$ cat config.mk
export PLATFORM = sky130hd
export DESIGN_NAME = hkvt_ram
export DESIGN_NICKNAME = d
export VERILOG_FILES = /design/src/rtl/hkvt_ram.sv
export SDC_FILE = /design/constraint.sdc
export NUM_CORES = 1
export LEC_CHECK = 0
export ABC_AREA = 1
export BUFFER_PORTS_ARGS = -buffer_cell sky130_fd_sc_hd__clkbuf_2
export CORE_MARGIN = 2
export CORE_UTILIZATION = 50
export DETAILED_ROUTE_END_ITERATION = 10
export PLACE_DENSITY = 0.67
export REMOVE_ABC_BUFFERS = 1
export SLEW_MARGIN = 10
export SYNTH_ARGS = -nofsm -noshare
export SYNTH_HDL_FRONTEND = slang
export SYNTH_SLANG_ARGS = --single-unit
$ cat constraint.sdc
create_clock -name clk -period 2.8 [get_ports clk]
set_input_delay 0.42 -clock clk [delete_from_list [all_inputs] [get_ports clk]]
set_output_delay 0.42 -clock clk [all_outputs]
set_load 0.1 [all_outputs]
$ cat src/rtl/hkvt_ram.sv
// Generic single-write, single-read synchronous RAM with registered read data.
// Read data holds while the read enable is low. No dependencies.
module hkvt_ram #(
    parameter int WIDTH = 8,
    parameter int DEPTH = 16
) (
    input  logic                     clk,
    input  logic                     we,
    input  logic [$clog2(DEPTH)-1:0] waddr,
    input  logic [WIDTH-1:0]         wdata,
    input  logic                     re,
    input  logic [$clog2(DEPTH)-1:0] raddr,
    output logic [WIDTH-1:0]         rdata
);

    logic [WIDTH-1:0] mem_reg [DEPTH];
    logic [WIDTH-1:0] rdata_reg;

    always_ff @(posedge clk)
    begin
        if (we)
        begin
            mem_reg[waddr] <= wdata;
        end
        if (re)
        begin
            rdata_reg <= mem_reg[raddr];
        end
    end

    assign rdata = rdata_reg;

endmodule

Word level (Yosys, flattened, before mapping) --
Memories as Yosys holds them, arrays and structs flattened. A register that Yosys moved wholly into a read port is not among the register bits. Cells that the tools add are included.
Operators by class: mux-type cells 2
Operators with widths (number):
- $mux 1 | 2
Word-level totals: memories 1, output and inout port bits 8, bits in writable memories 128, bits in registers 0, word-level logic and storage cells 3
Memory list:
- mem_reg | words 16, bits a word 8, rd ports 1, clocked after Yosys merged registers in 1, write ports 1, line 16 | logic [WIDTH-1:0] mem_reg [DEPTH];

Longest topological paths before layout --
Gate-level depths: netlist of run 1.
depth in word-level cells 2, depth in mapped cells 8, depth with buffers taken out 7

Least setup slack after synthesis of run 1 --
Ideal clock, no wire load.
path type input to register, start input waddr[2], end memory mem_reg[10][0] (enable), path slack 1429 ps, arrival time 1001 ps, stages 2, cell sequence nand3b_1 nor2_1
RTL lines:
- from (decl) | line 9 | input logic [$clog2(DEPTH)-1:0] waddr,
- to (decl) | line 16
Straight into the memory's write port.

==> results_dict.tcl, run 1 <==
set metrics [dict create \
    yosysSeqAreaShare_pct 69.8 \
    clk_path_buf_depth 2 \
    slew_headroom_pct 42.8 \
    setup_viol 0 \
    cts_resized 0 \
    timing.final.crit_share_pct 59.3 \
    design_area_um2 6700 \
    ant_nets 0 \
    arrival_ns 1.81 \
    vias 3764 \
    overflow 0 \
    clock_skew_ns 0.00437 \
    hold_ws_ns 0.418 \
    cp_max_fo 33 \
    min_period_ns 1.66 \
    cts.clk_slew.worst_paths_ns 0.06 \
    synth.area.top_cells "edfxtp_1 70%, nand2_1 11%, nand3_1 8.3%" \
    drive_gt1_share_pct 10.5 \
    largest_reg_flops 128 \
    mostFrequentLayoutCells "173 x nand2_1, 136 x edfxtp_1, 100 x inv_1" \
    cpMaxStageDelayCell "inv_2" \
    status "finished clean" \
    fmax_ghz 0.603 \
    final_common_cell "nand2_1" \
    grt_setup_unrepaired "no" \
    cp-end-kind "flip-flop" \
    port_buffers 26 \
    yosysTopAreaCellShare_pct 69.8 \
    fp.dieH_um 112 \
    ys_warn_count 0 \
    grt_pass1_wl_mm 19.8 \
    cts.sinks 136 \
    antenna_found_initial 0 \
    fin_util_pct 58.6 \
    io-pin-count 27 \
    critPathRequiredTime_ns 2.95 \
    slew_viol_final 0 \
    p_per_area_nw_per_um2 761 \
    total_leakage_power_nw 2.87 \
    drt_first_pass_iters 5 \
    hold_violations 0 \
    postPlaceCellArea_um2 6040 \
    crit_chain "clkbuf_2 > buf_4 > inv_2 > nand3_1 > nand3_1 > nand3_1 > nand2_1" \
    worstMarginPinSlew_ns 0.855 \
    cts_tree "yes" \
    synth_seq_cells 136 \
    synth_top_cell_by_area "edfxtp_1" \
    drc 0 \
    postSynthAreaPerCell_um2 10.6 \
    row_count 39 \
    grt.total_usage_pct 21.0 \
    die_area_um2 12600 \
    crit_type "input pin to flip-flop" \
    max_cap_violations 0 \
    cts_inserted_buffers 17 \
    cts_setup_buffers 0 \
    fin_nets 596 \
    wire_per_inst_um 16.9 \
    fp.dieW_um 112 \
    finalPower_mw 5.09 \
    root_buffer "clkbuf_16" \
    crit_top_cell "nand3_1" \
    cts_htree_levels 4 \
    cp-start-kind "input pin" \
    slowest_delay_ns 0.36 \
    min_path_type "input pin to flip-flop" \
    grt_max_degree 49 \
    grt_pass1_vias 3620 \
    diodes 0 \
    via_per_inst 5.14 \
    syn_inst 551 \
    core_um2 11400 \
    ir_drop_mv 0.419 \
    syn_to_final_growth_pct 14.5 \
    hpwlAfterDp_mm 7.65 \
    syn_area_um2 5850 \
    clock_latency_ns 0.41 \
    ctsHoldBuffers 0 \
    synth_cell_types 11 \
    drt_iter0_drc 286 \
    totalWireLength_mm 12.4 \
    finalSetupTns_ns 0 \
    start_util_pct 51.2 \
    gp_congestion 0.840 \
]
## worst max-delay path, delay by kind of cell
family                 cells  cell delay (ns)
buffers and inverters      3             0.79
and+or+nand+nor            4             0.59
## final timing paths
path | start | endpoint | slack (ns) | cells after the start
setup / recovery | raddr[1] | rdata[1] | 1.14 | 7
hold reg to reg | mem_reg[3][3] | rdata[3] | 0.75 | 6
hold / removal | re | rdata[4] | 0.42 | 1
setup reg to reg | mem_reg[14][1] | rdata[1] | 1.59 | 6
## cells in the mapped netlist
cell type  number
buf_4           4
nor2_1         17
nand3_1        97
inv_1         100
nand2_1       173
edfxtp_1      136
buf_1           1
buf_6           6
inv_2           2
buf_2          13
nand3b_1        2
## report_power, final
group / internal (mW) / switching (mW)
Sequential: 2.30 / 0.0123
Combinational: 0.0730 / 0.260
Clock: 1.65 / 0.800
Total: 4.02 / 1.07
## routing by layer
metal	vias to the layer above	GRT usage (%)	routed length, um
met2	130	32.9	6010
met3	17	5.13	746
li1	1829	-	-
met5	-	0	0
met1	1788	29.0	5420
met4	0	7.40	222
## final cells by class
| cell class | instances | area [um2] |
|---|---|---|
| Clock buffer | 17 | 425 |
| Clock inverter | 15 | 231 |
| Fill cell | 908 | 4720 |
| Inverter | 102 | 383 |
| Multi-Input combinational cell | 289 | 1210 |
| Sequential cell | 136 | 4080 |
| Tap cell | 143 | 179 |
| Timing Repair Buffer | 31 | 180 |
## kinds of logic (layout without fill, tap and decap cells)
logic type,after synthesis,after routing,share of synthesized area [%]
buffers and inverters,126,165,9.39
and+or+nand+nor,289,289,20.8
DFF,136,136,69.8
## stage by stage
stage,instances,setup slack (ns)
after CTS,733,1.12
after global placement,701,0.770
after floorplan,527,1.26
after detailed placement,701,0.774
after global routing,733,1.07
final,733,1.14
Note: power is estimated with default switching activity, not from simulation.
==> run 2: changes to the inputs <==
- ABC_AREA: 1 -> 0
- PLACE_DENSITY: 0.67 -> 0.7
- clock period: 2.8 -> 1.38 ns (I/O delays scaled with it)
==> results_dict.tcl, run 2 <==
set metrics [dict create \
    synth-edff-count 136 \
    min_path_type "input pin to flip-flop" \
    cts_inserted_buffers 17 \
    max_cap_violations 0 \
    drt_first_pass_iters 4 \
    grt.total_usage_pct 19.4 \
    finalPower_mw 9.58 \
    reg2reg_depth 3 \
    synth_cell_types 18 \
    fmax_ghz 0.707 \
    dp_cells 410 \
    crit_type "flip-flop to flip-flop" \
    clock_skew_ns 0.00892 \
    postSynthAreaPerCell_um2 22.8 \
    totalWireLength_mm 9.94 \
    clock_latency_ns 0.51 \
    row_count 37 \
    syn_area_um2 5230 \
    hpwlAfterDp_mm 6.28 \
    ys_warn_count 0 \
    worstMarginPinSlew_ns 0.895 \
    start_util_pct 51.1 \
    postPlaceCellArea_um2 5720 \
    synth_ff_type "edfxtp_1" \
    synth.area.top_cells "edfxtp_1 78%, mux4_2 7.8%, mux4_1 7.0%" \
    finalSetupTns_ns -0.106 \
    yosysSeqAreaShare_pct 78.1 \
    layout.filler_cells 714 \
    cp-start-kind "flip-flop" \
    timing.final.crit_share_pct 102 \
    gp_congestion 0.754 \
    ir_drop_mv 0.812 \
    failed_checks "setup timing" \
    total_leakage_power_nw 2.12 \
    drt_iter0_drc 235 \
    min_period_ns 1.41 \
    crit_chain "mux4_2 > a22oi_2 > nand2_1" \
    multi_input_area_um2 1060 \
    setup_viol 4 \
    fin_nets 312 \
    synth_seq_cells 136 \
    grt_setup_unrepaired "yes" \
    whs_path_depth 1 \
    synth.most_common_cell "edfxtp_1" \
    p_per_area_nw_per_um2 1510 \
    cts_tree "yes" \
    synth_top_cell_by_area "edfxtp_1" \
    gr-usage-met3_pct 4.90 \
    hold_end "rdata[7]" \
    cts.clk_slew.worst_paths_ns 0.06 \
    overflow 0 \
    fin_cells 442 \
    drive_gt1_share_pct 39.2 \
    mostFrequentLayoutCells "136 x edfxtp_1, 28 x buf_4, 27 x mux4_2" \
    async_flop_share_pct 0 \
    grt_max_degree 17 \
    yosysTopAreaCellShare_pct 78.1 \
    fp.dieH_um 106 \
    ant_nets 0 \
    design_area_um2 6330 \
    slew_viol_final 0 \
    top_usage_layer "met1" \
    arrival_ns 1.67 \
    ff2ff_setup_slack_ns -0.03 \
    cp_max_fo 1 \
    core_um2 10200 \
    largest_reg_flops 128 \
    root_buffer "clkbuf_8" \
    syn_inst 229 \
    via_per_inst 5.69 \
    port_buffers 26 \
    grt_util_met1_pct 28.7 \
    antenna_found_initial 0 \
    vias 2513 \
    hold_violations 0 \
    regArea_um2 4080 \
    die_area_um2 11300 \
    clk_path_buf_depth 2 \
    syn_to_final_growth_pct 21.0 \
    io-pin-count 27 \
    grt_pass1_wl_mm 15.2 \
    min_from "re" \
    cpMaxStageDelayCell "mux4_2" \
    fp.dieW_um 106 \
    cts_htree_levels 4 \
    slew_headroom_pct 40.1 \
    cp_top_family "multiplexers" \
    setup_ws_ns -0.0337 \
    diodes 0 \
    grt_pass1_vias 2523 \
    yosys-top-cells-count "136 x edfxtp_1, 18 x mux4_2, 16 x a22oi_1" \
    wire_per_inst_um 22.5 \
    rr_endpoint "rdata[5]" \
    cp-end-kind "flip-flop" \
    critPathRequiredTime_ns 1.64 \
    critPathBufInv 0 \
    cts.sinks 136 \
    gr-usage-met2_pct 28.6 \
    drc 0 \
    slowest_delay_ns 0.50 \
    final_common_cell "edfxtp_1" \
    status "finished with violations" \
    worstReg2RegStart "mem_reg[11][5]" \
]
[run 2: changes by cell type after synthesis, moves of 14 or more]
cell,delta
nand3_1,-96
inv_1,-100
mux4_2,+18
nand2_1,-164
mux4_1,+14
a22oi_1,+16
[run 2: through the flow]
stage / hold slack, ns / setup slack, ns / util (%)
floorplan: 0.306 / -0.320 / -
global placement: 0.618 / -0.472 / 55.9
detailed placement: 0.623 / -0.463 / 55.9
CTS: 0.0821 / -0.0577 / 61.9
global route: 0.0880 / -0.114 / 61.8
finish: 0.101 / -0.0337 / 61.8
[run 2: how the worst max path moves through the flow]
stage,from,endpoint,slack [ns],depth (start not counted)
global route,mem_reg[3][0],rdata[0],-0.11,3
CTS,mem_reg[3][0],rdata[0],-0.06,3
detailed placement,raddr[0],rdata[0],-0.46,5
global placement,raddr[0],rdata[0],-0.47,5
finish,mem_reg[11][5],rdata[5],-0.03,3
floorplan,waddr[2],mem_reg[0][0],-0.32,2
[run 2: power by group]
group / internal [mW] / switching, mW / total (mW)
Clock: 2.58 / 1.67 / 4.26
Sequential: 4.66 / 0.0317 / 4.69
Combinational: 0.240 / 0.396 / 0.636
Total: 7.48 / 2.10 / 9.58
[run 2: layout make-up]
class	instances	area share, %
Timing Repair Buffer	55	7.00
Tap cell	136	2.69
Multi-Input combinational cell	83	16.7
Sequential cell	136	64.6
Clock buffer	19	6.67
Clock inverter	13	2.35
[run 2: cell families after synthesis]
logic type | Yosys count | synth area share [%]
multiplexers | 32 | 14.8
buffers and inverters | 10 | 1.65
AO/OA/AOI/OAI | 16 | 2.30
flip-flops | 136 | 78.1
AND/OR/NAND/NOR | 35 | 3.14
[run 2: metal layers]
layer,vias to the layer above,routed length (um)
li1,1100,-
met1,1323,4370
met2,82,4770
met3,8,693
met4,0,107
met5,-,0
[run 2: worst register-to-register path, delay by kind of cell (launching register included)]
kind            cells  cell delay [ns]
simple gates        1             0.07
compound gates      1             0.22
mux                 1             0.50
flops               1             0.37
[run 2: repair_timing]
action | CTS | global route
buffers inserted | 0 | 0
resized for setup | 22 | 4
hold buffers | 0 | 0
pin swaps | 6 | 1
endpoints found under the setup margin | 15 | 13
